### src/rtl/averaging_voltmeter_display_driver_core_assert.svh
// Assertion macros for the averaging voltmeter display driver.
// Used by avdd_back; expects clk and rst_n in the including scope.
`ifndef AVERAGING_VOLTMETER_DISPLAY_DRIVER_CORE_ASSERT_SVH
`define AVERAGING_VOLTMETER_DISPLAY_DRIVER_CORE_ASSERT_SVH
`ifndef SYNTHESIS
// Checked while out of reset
`define AVDD_ASSERT(label, prop, msg) \
  label: assert property (@(posedge clk) disable iff (!rst_n) prop) else $error(msg);
// Checked at every edge, reset included
`define AVDD_ASSERT_ALWAYS(label, prop, msg) \
  label: assert property (@(posedge clk) prop) else $error(msg);
`else
`define AVDD_ASSERT(label, prop, msg)
`define AVDD_ASSERT_ALWAYS(label, prop, msg)
`endif
`endif

### src/rtl/avdd_pkg.sv
// Shared types, constants and helper functions of the voltmeter display driver.
// No dependencies; used by every RTL module.
package avdd_pkg;

  // Block length default
  localparam int SAMPLES_DEF = 100;

  // Field widths
  localparam int SAMPLE_W = 8;
  localparam int SUM_W    = 15;
  localparam int COUNT_W  = 7;
  localparam int SHOWN_W  = 11;
  localparam int SEG_W    = 8;
  localparam int EN_W     = 3;

  // Average scaling: shown = (sum * SCALE_MUL) >> SCALE_SHIFT, exact for sums up to 255*128
  localparam int SCALE_SHIFT = 27;
  localparam int SCALE_MUL_W = 30;
  localparam int SCALE_NUM   = 100;
  localparam int SCALE_FULL  = 17;

  // Decoupling queue
  localparam int Q_DEPTH = 4;
  localparam int Q_PTR_W = $clog2(Q_DEPTH);
  localparam int Q_CNT_W = $clog2(Q_DEPTH + 1);

  // Command kinds produced by the front end
  localparam logic [1:0] CMD_SAMPLE    = 2'd0;
  localparam logic [1:0] CMD_TICK_IDLE = 2'd1;
  localparam logic [1:0] CMD_TICK_ACT  = 2'd2;

  // Input operation codes
  localparam logic OP_SAMPLE = 1'b0;
  localparam logic OP_TICK   = 1'b1;

  // Reciprocal constants for the digit split of an 11-bit value
  localparam int DIV_PROD_W   = 23;
  localparam logic [11:0] DIV10_MUL   = 12'd3277;  // >> 15
  localparam logic [11:0] DIV100_MUL  = 12'd2622;  // >> 18
  localparam logic [11:0] DIV1000_MUL = 12'd2098;  // >> 21

  typedef struct packed {
    logic                operation;
    logic [SAMPLE_W-1:0] sample;
  } in_item_t;

  typedef struct packed {
    logic [SEG_W-1:0]   segments;
    logic [EN_W-1:0]    digit_enable;
    logic [SHOWN_W-1:0] shown_hundredths;
    logic               new_average;
  } out_item_t;

  typedef struct packed {
    logic [1:0]          kind;
    logic [SAMPLE_W-1:0] sample;
  } cmd_t;

  // 7-segment patterns, a..g in bits 0-6
  function automatic logic [SEG_W-1:0] seg_glyph(input logic [3:0] d);
    logic [SEG_W-1:0] g;
    case (d)
      4'd0:    g = 8'h3f;
      4'd1:    g = 8'h06;
      4'd2:    g = 8'h5b;
      4'd3:    g = 8'h4f;
      4'd4:    g = 8'h66;
      4'd5:    g = 8'h6d;
      4'd6:    g = 8'h7d;
      4'd7:    g = 8'h07;
      4'd8:    g = 8'h7f;
      default: g = 8'h67;  // nine, and anything above is clamped to nine
    endcase
    return g;
  endfunction

  function automatic logic [7:0] div10(input logic [SHOWN_W-1:0] v);
    logic [DIV_PROD_W-1:0] p;
    p = DIV_PROD_W'(v) * DIV_PROD_W'(DIV10_MUL);
    return p[22:15];
  endfunction

  function automatic logic [4:0] div100(input logic [SHOWN_W-1:0] v);
    logic [DIV_PROD_W-1:0] p;
    p = DIV_PROD_W'(v) * DIV_PROD_W'(DIV100_MUL);
    return p[22:18];
  endfunction

  function automatic logic [1:0] div1000(input logic [SHOWN_W-1:0] v);
    logic [DIV_PROD_W-1:0] p;
    p = DIV_PROD_W'(v) * DIV_PROD_W'(DIV1000_MUL);
    return p[22:21];
  endfunction

endpackage

### src/rtl/avdd_front.sv
// Front end: classifies each accepted item and runs the refresh-tick prescaler.
// Depends on avdd_pkg.
module avdd_front (
  input  logic              clk,
  input  logic              rst_n,
  input  logic              accept,
  input  avdd_pkg::in_item_t in_data,
  output avdd_pkg::cmd_t    cmd
);
  import avdd_pkg::*;

  logic [1:0] prescale_r, prescale_nxt;
  logic       tick_acts;

  // Prescaler acts on the fourth tick after reset, then every third
  assign tick_acts = (prescale_r == 2'd3);

  always_comb begin
    prescale_nxt = prescale_r;
    if (accept && (in_data.operation == OP_TICK)) begin
      prescale_nxt = tick_acts ? 2'd1 : prescale_r + 2'd1;
    end
  end

  always_ff @(posedge clk) begin
    if (!rst_n) begin
      prescale_r <= 2'd0;
    end else begin
      prescale_r <= prescale_nxt;
    end
  end

  // Command classification
  always_comb begin
    cmd.sample = in_data.sample;
    if (in_data.operation == OP_SAMPLE) begin
      cmd.kind = CMD_SAMPLE;
    end else if (tick_acts) begin
      cmd.kind = CMD_TICK_ACT;
    end else begin
      cmd.kind = CMD_TICK_IDLE;
    end
  end

endmodule

### src/rtl/avdd_queue.sv
// Short command queue between the front end and the back end.
// Depends on avdd_pkg.
module avdd_queue (
  input  logic           clk,
  input  logic           rst_n,
  input  logic           push,
  input  avdd_pkg::cmd_t wr_cmd,
  output logic           full,
  input  logic           pop,
  output avdd_pkg::cmd_t rd_cmd,
  output logic           empty
);
  import avdd_pkg::*;

  cmd_t               mem_r [Q_DEPTH];
  logic [Q_PTR_W-1:0] wr_ptr_r, wr_ptr_nxt;
  logic [Q_PTR_W-1:0] rd_ptr_r, rd_ptr_nxt;
  logic [Q_CNT_W-1:0] count_r, count_nxt;
  logic               wr_en, rd_en;

  assign full   = (count_r == Q_CNT_W'(Q_DEPTH));
  assign empty  = (count_r == '0);
  assign wr_en  = push && !full;
  assign rd_en  = pop && !empty;
  assign rd_cmd = mem_r[rd_ptr_r];

  // Pointer and fill count update
  always_comb begin
    wr_ptr_nxt = wr_en ? wr_ptr_r + 1'b1 : wr_ptr_r;
    rd_ptr_nxt = rd_en ? rd_ptr_r + 1'b1 : rd_ptr_r;
    count_nxt  = count_r;
    if (wr_en && !rd_en) begin
      count_nxt = count_r + 1'b1;
    end else if (rd_en && !wr_en) begin
      count_nxt = count_r - 1'b1;
    end
  end

  always_ff @(posedge clk) begin
    if (!rst_n) begin
      wr_ptr_r <= '0;
      rd_ptr_r <= '0;
      count_r  <= '0;
    end else begin
      wr_ptr_r <= wr_ptr_nxt;
      rd_ptr_r <= rd_ptr_nxt;
      count_r  <= count_nxt;
    end
  end

  // Storage
  always_ff @(posedge clk) begin
    if (wr_en) begin
      mem_r[wr_ptr_r] <= wr_cmd;
    end
  end

endmodule

### src/rtl/avdd_back.sv
// Back end: sample accumulation, average scaling, digit multiplexing, result register.
// Depends on avdd_pkg and the assertion macro header.
`include "averaging_voltmeter_display_driver_core_assert.svh"
module avdd_back #(
  parameter int SAMPLES = avdd_pkg::SAMPLES_DEF
) (
  input  logic               clk,
  input  logic               rst_n,
  input  avdd_pkg::cmd_t     q_cmd,
  input  logic               q_empty,
  output logic               q_pop,
  output avdd_pkg::out_item_t out_data,
  output logic               out_empty,
  input  logic               out_pop
);
  import avdd_pkg::*;

  localparam logic [1:0] PHASE_UNITS    = 2'd1;
  localparam logic [1:0] PHASE_TENS     = 2'd2;
  localparam logic [1:0] PHASE_HUNDREDS = 2'd3;

  localparam logic [EN_W-1:0] EN_UNITS    = 3'b001;
  localparam logic [EN_W-1:0] EN_TENS     = 3'b010;
  localparam logic [EN_W-1:0] EN_HUNDREDS = 3'b100;

  localparam logic [SEG_W-1:0] SEG_POINT = 8'h80;

  localparam int PROD_W = SUM_W + SCALE_MUL_W;
  localparam longint unsigned ScaleDen = longint'(SCALE_FULL) * longint'(SAMPLES);
  localparam longint unsigned ScaleNumer = longint'(SCALE_NUM) << SCALE_SHIFT;
  localparam logic [SCALE_MUL_W-1:0] ScaleMul =
    SCALE_MUL_W'((ScaleNumer + ScaleDen - 1) / ScaleDen);
  localparam logic [COUNT_W-1:0] LastCount = COUNT_W'(SAMPLES - 1);

  logic [SUM_W-1:0]   sum_r, sum_nxt;
  logic [COUNT_W-1:0] count_r, count_nxt;
  logic [SHOWN_W-1:0] shown_r, shown_nxt;
  logic [1:0]         phase_r, phase_nxt;
  logic [SEG_W-1:0]   seg_r, seg_nxt;
  logic [EN_W-1:0]    en_r, en_nxt;
  logic               done;
  out_item_t          out_r;
  logic               out_valid_r, out_valid_nxt;
  logic               take;

  logic [SUM_W-1:0]  sum_added;
  logic [PROD_W-1:0] scaled;

  logic              tenths;
  logic [7:0]        q10;
  logic [4:0]        q100;
  logic [1:0]        q1000;
  logic [3:0]        d0, d1, d2;
  logic [3:0]        dig_units, dig_tens, dig_hundreds;

  // Work on the queue head when the result register is free or being drained
  assign take      = !q_empty && (!out_valid_r || out_pop);
  assign q_pop     = take;
  assign out_empty = !out_valid_r;
  assign out_data  = out_r;

  // Accumulate and scale the completed block average
  assign sum_added = sum_r + SUM_W'(q_cmd.sample);
  assign scaled    = PROD_W'(sum_added) * PROD_W'(ScaleMul);

  // Digit split of the shown value, all from parallel reciprocal multiplies
  assign tenths = (shown_r >= SHOWN_W'(1000));
  assign q10    = div10(shown_r);
  assign q100   = div100(shown_r);
  assign q1000  = div1000(shown_r);
  assign d0     = 4'(shown_r - SHOWN_W'(q10) * SHOWN_W'(10));
  assign d1     = 4'(q10 - 8'(q100) * 8'd10);
  assign d2     = 4'(q100 - 5'(q1000) * 5'd10);

  assign dig_units    = tenths ? d1 : d0;
  assign dig_tens     = tenths ? d2 : d1;
  assign dig_hundreds = tenths ? 4'(q1000) : 4'(q100);

  // State update for the command at the queue head
  always_comb begin
    sum_nxt   = sum_r;
    count_nxt = count_r;
    shown_nxt = shown_r;
    phase_nxt = phase_r;
    seg_nxt   = seg_r;
    en_nxt    = en_r;
    done      = 1'b0;
    case (q_cmd.kind)
      CMD_SAMPLE: begin
        if (count_r >= LastCount) begin
          shown_nxt = scaled[SCALE_SHIFT +: SHOWN_W];
          sum_nxt   = '0;
          count_nxt = '0;
          done      = 1'b1;
        end else begin
          sum_nxt   = sum_added;
          count_nxt = count_r + 1'b1;
        end
      end
      CMD_TICK_ACT: begin
        case (phase_r)
          PHASE_UNITS: begin
            seg_nxt   = seg_glyph(dig_units);
            en_nxt    = EN_UNITS;
            phase_nxt = PHASE_TENS;
          end
          PHASE_TENS: begin
            seg_nxt   = seg_glyph(dig_tens) | (tenths ? SEG_POINT : '0);
            en_nxt    = EN_TENS;
            phase_nxt = PHASE_HUNDREDS;
          end
          PHASE_HUNDREDS: begin
            seg_nxt   = seg_glyph(dig_hundreds) | (tenths ? '0 : SEG_POINT);
            en_nxt    = EN_HUNDREDS;
            phase_nxt = PHASE_UNITS;
          end
          default: begin
          end
        endcase
      end
      default: begin
      end
    endcase
  end

  // Result register valid flag
  always_comb begin
    out_valid_nxt = out_valid_r;
    if (take) begin
      out_valid_nxt = 1'b1;
    end else if (out_pop) begin
      out_valid_nxt = 1'b0;
    end
  end

  always_ff @(posedge clk) begin
    if (!rst_n) begin
      sum_r       <= '0;
      count_r     <= '0;
      shown_r     <= '0;
      phase_r     <= PHASE_UNITS;
      seg_r       <= '0;
      en_r        <= '0;
      out_valid_r <= 1'b0;
    end else begin
      if (take) begin
        sum_r   <= sum_nxt;
        count_r <= count_nxt;
        shown_r <= shown_nxt;
        phase_r <= phase_nxt;
        seg_r   <= seg_nxt;
        en_r    <= en_nxt;
      end
      out_valid_r <= out_valid_nxt;
    end
  end

  // Result payload
  always_ff @(posedge clk) begin
    if (take) begin
      out_r.segments         <= seg_nxt;
      out_r.digit_enable     <= en_nxt;
      out_r.shown_hundredths <= shown_nxt;
      out_r.new_average      <= done;
    end
  end

  `AVDD_ASSERT(a_enable_onehot, $onehot0(en_r), "digit enable not one-hot")
  `AVDD_ASSERT(a_phase_nonzero, phase_r != 2'd0, "digit phase left its cycle")
  `AVDD_ASSERT(a_count_in_block, count_r <= LastCount, "sample count beyond block")
  `AVDD_ASSERT(a_avg_restarts, (out_valid_r && out_r.new_average) |-> (count_r == '0 && sum_r == '0), "block not restarted after average")
  `AVDD_ASSERT(a_enable_matches_phase, (en_r == EN_UNITS) |-> (phase_r == PHASE_TENS), "phase out of step with lit digit")

endmodule

### src/rtl/averaging_voltmeter_display_driver_core.sv
// Top level of the averaging voltmeter display driver.
// Depends on avdd_pkg, avdd_front, avdd_queue and avdd_back.
//
// Takes converter samples and refresh ticks through a push/full queue port and
// returns one result per item through an empty/pop port. One item is accepted
// per clock and one result delivered per clock when neither side stalls. A result
// passes through the four-entry command queue and then the back end's result
// register before it can be popped. The back end does the sample-sum update, the
// scaling multiply and the digit split combinationally for the item at the queue
// head, which sets this rate. The refresh prescaler runs at the input; the queue
// absorbs short result stalls.
module averaging_voltmeter_display_driver_core #(
  parameter int SAMPLES = avdd_pkg::SAMPLES_DEF
) (
  input  logic                clk,
  input  logic                rst_n,
  input  logic                push,
  output logic                full,
  input  avdd_pkg::in_item_t  in_data,
  output logic                empty,
  input  logic                pop,
  output avdd_pkg::out_item_t out_data
);
  import avdd_pkg::*;

  cmd_t front_cmd;
  cmd_t head_cmd;
  logic q_full, q_empty, q_pop;
  logic accept;

  assign accept = push && !q_full;
  assign full   = q_full;

  // Classification and prescaling
  avdd_front u_front (
    .clk     (clk),
    .rst_n   (rst_n),
    .accept  (accept),
    .in_data (in_data),
    .cmd     (front_cmd)
  );

  // Decoupling queue
  avdd_queue u_queue (
    .clk    (clk),
    .rst_n  (rst_n),
    .push   (push),
    .wr_cmd (front_cmd),
    .full   (q_full),
    .pop    (q_pop),
    .rd_cmd (head_cmd),
    .empty  (q_empty)
  );

  // Execution and result register
  avdd_back #(
    .SAMPLES (SAMPLES)
  ) u_back (
    .clk       (clk),
    .rst_n     (rst_n),
    .q_cmd     (head_cmd),
    .q_empty   (q_empty),
    .q_pop     (q_pop),
    .out_data  (out_data),
    .out_empty (empty),
    .out_pop   (pop)
  );

endmodule

### config.mk
export PLATFORM = sky130hd
export DESIGN_NAME = averaging_voltmeter_display_driver_core
export DESIGN_NICKNAME = d
export VERILOG_FILES = /design/src/rtl/avdd_pkg.sv /design/src/rtl/avdd_front.sv /design/src/rtl/avdd_queue.sv /design/src/rtl/avdd_back.sv /design/src/rtl/averaging_voltmeter_display_driver_core.sv
export VERILOG_INCLUDE_DIRS = /design/src /design/src/rtl
export SDC_FILE = /design/constraint.sdc
export NUM_CORES = 1
export LEC_CHECK = 0
export BUFFER_PORTS_ARGS = -buffer_cell sky130_fd_sc_hd__buf_2
export CAP_MARGIN = 20
export CORE_ASPECT_RATIO = 1.25
export CORE_MARGIN = 3
export CORE_UTILIZATION = 25
export CTS_CLUSTER_SIZE = 40
export DETAILED_ROUTE_END_ITERATION = 8
export MAX_ROUTING_LAYER = met4
export PLACE_DENSITY = 0.48
export SKIP_CTS_REPAIR_TIMING = 1
export SYNTH_ARGS = -nofsm -noshare
export SYNTH_HDL_FRONTEND = slang
export SYNTH_SLANG_ARGS = --single-unit
export TNS_END_PERCENT = 20
### constraint.sdc
create_clock -name clk -period 8.1 [get_ports clk]
set_input_delay 0.405 -clock clk [delete_from_list [all_inputs] [get_ports clk]]
set_output_delay 0.405 -clock clk [all_outputs]
set_load 0.02 [all_outputs]
* Word level (Yosys, flattened, before mapping) *
Memory sizes are Yosys's and may differ from the RTL's. A register that Yosys moved wholly into a read port is not among the register bits.
Cells that the tools add are included.

word-level totals
  bits in registers = 79
  RAM bits = 40
  ROM bits = 336
  input port bits = 13
  logic and storage cells = 95
  memories = 4

memories
  memory            depth  bits a word  read ports  clocked after memory_dff  wr ports  RTL line          RTL
  (name not given)  16     7            1           0                         0         avdd_pkg.sv:62    case (d)
  (name not given)  16     7            1           0                         0         avdd_pkg.sv:62
  (name not given)  16     7            1           0                         0         avdd_pkg.sv:62
  u_queue.mem_r     4      10           1           1                         1         avdd_queue.sv:15  cmd_t mem_r [Q_DEPTH];

operators by class
  add/subtract/negate cells = 10
  multipliers = 7
  order comparisons = 2
  eq/ne operators = 6
  multiplexer cells = 30
  bitwise logic cells = 2
  reduce and logical (&&, ||, !) cells = 19

operator list
  kind                      count
  $mux W8                   7
  $mul A11 B11 Y22 const B  2
  $mul A15 B23 Y38 const B  1
  $pmux W8 S3               1
  $mul A11 B12 Y23 const B  1
  $mux W11                  2
  $or A8 B8 Y8              2
  $add A15 B8 Y15           1
  $mux W15                  1
  $mux W4                   3
  $sub A4 B4 Y4             3
  $ge A11 B10 Y1 const B    1
  $mux W2                   5
  $mux W3                   3
  $pmux W3 S3               1
  $eq A2 B2 Y1 const B      4
  $mul A8 B3 Y3 const B     1
  $add A7 B1 Y7 const B     1
  $ge A7 B7 Y1 const B      1
  $mux W7                   1
  $add A2 B1 Y2 const B     3
  $logic_and A1 B1 Y1       6
  $pmux W2 S3               1
  $logic_not A1 Y1          5
  14 further kinds          19

* Longest topological paths before layout *
An unclocked memory read counts as a cell.

  word-level depth = 10
  mapped depth = 38
  depth with buffers taken out = 37

* Modules after synthesis *
From an unflattened synthesis, not the netlist that was laid out.

second synthesis, totals
  cell total of the unflattened synthesis = 1548
  area total of the unflattened synthesis = 15426.0 µm²

by module, submodules not included
  module                                   times used  cells each  area each (µm²)  sequential area each (µm²)
  avdd_back                                1           1427        13315.3          1631.6
  avdd_queue                               1           100         1924.3           1381.3
  avdd_front                               1           20          172.7            40.0
  averaging_voltmeter_display_driver_core  1           1           13.8             0.0

* Worst setup path before layout *
No wires, ideal clock.

  kind = reg2reg
  from = reg with a tool-made name
  to = reg u_back.out_r (netlist bit u_back.out_data[10]) (data pin)
  setup time = 260 ps
  arrival time = 8580 ps
  data required time = 7840 ps
  setup slack = -739 ps
  cell stages (with the launch flop) = 37
  path buffers = 1
  path through = dfxtp_1 buf_1 mux4_2 ha_1 inv_1 fa_1 nor2b_1 o21ai_0 a21boi_0 o21ai_0 a21boi_0 o21ai_0 a21o_1 nor2_1 xor2_1 inv_1 fa_1 inv_1 fa_1 inv_1 fa_1 fa_1 inv_1 fa_1 ha_1 ha_1 and3_1 nand2b_1 or3_1 a211oi_1 o31ai_1 a311oi_1 a41oi_1 a21bo_2 nor2b_1 xnor2_1 mux2_2

RTL lines
  element           RTL line         RTL
  end: declaration  avdd_back.sv:42  out_item_t out_r;

==> results.json <==
{
  "cp_data_arrival_time_ns": 8.47,
  "timing.critical_path.required_ns": 8.26,
  "floorplan.rows": 101,
  "worstRegToRegCells": 35,
  "ys_dominant_reg_cell": "sky130_fd_sc_hd__edfxtp_1",
  "period_share_pct": 102.5,
  "synthesis.nets": 2043,
  "yosys.area.top_type": "sky130_fd_sc_hd__ha_1",
  "synth.ff_latch_count": 121,
  "critPathCaptureType": "flip-flop",
  "critical_path_class": "flip-flop to flip-flop",
  "critical_path.most_common_cell": "sky130_fd_sc_hd__inv_2",
  "groute.usage.overall_pct": 12.06,
  "drt_wl_total_mm": 37.52,
  "cap_viol_max_count": 0,
  "final_period_minus_worst_setup_slack_ns": 8.306,
  "failed_checks": "setup timing",
  "max-clock-path-buffers": 2,
  "clock.fmax_ghz": 0.1204,
  "globalRouteOverflowTotal": 0,
  "cts-buffers-inserted": 17,
  "count_of_different_cell_masters_after_synthesis": 73,
  "synth_top_cells_by_area": "sky130_fd_sc_hd__ha_1, sky130_fd_sc_hd__fa_1, sky130_fd_sc_hd__edfxtp_1, sky130_fd_sc_hd__inv_1, sky130_fd_sc_hd__dfxtp_1",
  "min-delay-path-class": "input port to flip-flop",
  "async_flop_share_pct": 0,
  "finalNonFillerCells": 2539,
  "io_pins": 38,
  "starting_density_of_the_core_pct": 25.31,
  "avgRoutedWirePerCell_microns": 14.78,
  "path_delay_family": "adder cells",
  "layout_cell_share_with_drive_strength_beyond_1_pct": 18.14,
  "multiInputGateArea_sq_um": 11430,
  "routed_via_density": 4.273,
  "tightestPinTransition_ns": 0.9613,
  "port_buffers": 37,
  "path_clk_slew_ns": 0.06,
  "cp-start-kind": "flip-flop",
  "clockRootBuffer": "sky130_fd_sc_hd__clkbuf_16",
  "grt_pass1_wl_mm": 60.46,
  "fillers": 6387,
  "die_outline_area_sq_um": 64690,
  "worstSetupPathDepth": 35,
  "total_number_of_yosys_warnings": 0,
  "first_global_vias": 11680,
  "cts_tree": "yes",
  "netlist.area_leader.share_pct": 26.46,
  "h-tree-depth": 4,
  "pnr_worst_setup_slack_ns": -0.2055,
  "maxSlewHeadroom_pct": 35.91,
  "gp_congestion": 0.8582,
  "timing.final.max_slew_violations": 0,
  "dp.final_hpwl_mm": 31.86,
  "drc_errors": 0,
  "clock_sinks": 121,
  "critical_path_maximum_fanout": 5,
  "fp.dieW_microns": 228.1,
  "finish.net_count": 2198,
  "syn_area_per_cell_sq_um": 9.971,
  "critPathMaxStageDelay_ns": 0.55,
  "vias": 10850,
  "postRouteAntennaNets": 0,
  "dr.first_iter.drc_count": 333,
  "cp_max_stage_cell": "sky130_fd_sc_hd__mux4_2",
  "postLayoutCoreUtil_pct": 30.34,
  "final_hold_violation_count": 0,
  "report.final.setup_viol": 4,
  "design.core.area_sq_um": 60910,
  "drt_pre_antenna_iters": 4,
  "synth_edf_count": 63,
  "most_numerous_cell_in_the_yosys_netlist": "sky130_fd_sc_hd__inv_1",
  "yosys-top-cells-count": "sky130_fd_sc_hd__inv_1, sky130_fd_sc_hd__ha_1, sky130_fd_sc_hd__fa_1, sky130_fd_sc_hd__nand2_1, sky130_fd_sc_hd__edfxtp_1",
  "timing.hold.worst_path_depth": 1,
  "post_syn_area_sq_um": 15410,
  "synthesis.instances": 1546,
  "dieHeight_microns": 283.6,
  "clock_skew_ns": 0.01640,
  "number_of_antenna_violations_at_the_first_check_in_global_routing": 1,
  "largest_net_degree_at_the_start_of_global_routing": 54,
  "synth_sequential_area_ratio_pct": 19.81,
  "critPathBufInv": 5,
  "clock_latency_ns": 0.43,
  "flow.area_growth_from_synthesis_pct": 19.90,
  "outcome": "finished, violations left",
  "place.detailed.instances": 2496,
  "area.sequential_sq_um": 3058,
  "rsz0062_at_grt": "true"
}
-- layout by cell type, fill, tap and decap left out, types with 17 or more instances in the layout --
| master | count |
|---|---|
| sky130_fd_sc_hd__clkbuf_16 | 17 |
| sky130_fd_sc_hd__a21oi_1 | 49 |
| sky130_fd_sc_hd__a21o_1 | 18 |
| sky130_fd_sc_hd__o21ai_0 | 43 |
| sky130_fd_sc_hd__xnor2_1 | 29 |
| sky130_fd_sc_hd__fa_1 | 146 |
| sky130_fd_sc_hd__nand2_1 | 94 |
| sky130_fd_sc_hd__nor2_1 | 51 |
| sky130_fd_sc_hd__inv_1 | 337 |
| sky130_fd_sc_hd__edfxtp_1 | 63 |
| sky130_fd_sc_hd__ha_1 | 313 |
| sky130_fd_sc_hd__buf_4 | 121 |
| sky130_fd_sc_hd__buf_2 | 38 |
| sky130_fd_sc_hd__dfxtp_1 | 56 |
| sky130_fd_sc_hd__nor2b_1 | 20 |
| sky130_fd_sc_hd__nand3_1 | 19 |
-- logic make-up (layout without fill, tap and decap cells) --
group	count (synthesis)	after routing	share of synthesized area (%)
XOR/XNOR	55	55	3.588
adder cells (fa/ha/maj)	484	484	46.98
buffers and inverters	371	539	9.042
AND/OR/NAND/NOR	250	250	7.614
flip-flops	121	121	19.81
AO/OA/AOI/OAI	237	237	10.20
multiplexers	28	28	2.776
other	0	1	0
-- flip-flops by register name, summed over array words and instances, names as in the netlist, named ones only --
name	flops
u_queue.count_r	3
u_queue.mem_r	40
u_queue.rd_ptr_r	2
u_queue.wr_ptr_r	2
u_back.seg_r	8
u_back.en_r	3
u_back.out_data	23
u_back.shown_r	11
u_front.prescale_r	2
u_back.sum_r	15
u_back.out_valid_r	1
u_back.count_r	7
u_back.phase_r	2
-- path summary, 6_finish.rpt --
check,from,end,slack (ns)
worst min-delay path,in_data[6],u_queue.mem_r[2][6],0.20
worst max-delay path,flip-flop,u_back.out_data[10],-0.21
worst min register to register,u_back.en_r[1],u_back.en_r[1],0.47
worst max register to register,flip-flop,u_back.out_data[10],-0.21
-- layout make-up --
cell class,count,area share [%]
antenna,1,0.01354
clock buffer,21,2.383
inverter,346,7.027
sequential,121,16.54
timing repair buffer,161,6.045
multi-input combinational,1054,61.86
clock inverter,11,0.5483
tap,824,5.578
-- routing by layer --
metal  share of wire (%)  vias to the layer above  GRT usage (%)
li1                    -                     5419              -
met1                  42                     5293          13.37
met2                  54                       99          22.57
met3                 1.7                       39          1.285
met4                 2.4                        0          3.727
met5                   0                        -              -
-- through the flow --
stage / hold slack, ns / setup WS (ns) / TNS [ns] / instance area (sq um)
2_1_floorplan: 0.4375 / -0.1445 / -0.1538 / 15490
3_3_place_gp: 0.4536 / -0.3802 / -2.043 / 17460
3_5_place_dp: 0.4576 / -0.4612 / -2.919 / 17460
4_1_cts: 0.1770 / -0.5127 / -3.753 / 18000
5_1_grt: 0.1835 / -0.5572 / -4.189 / 18480
6_report: 0.1979 / -0.2055 / -0.3219 / 18480
Power is not shown: default switching activity piles up to over one toggle a cycle in this logic, so the estimate is an artifact.
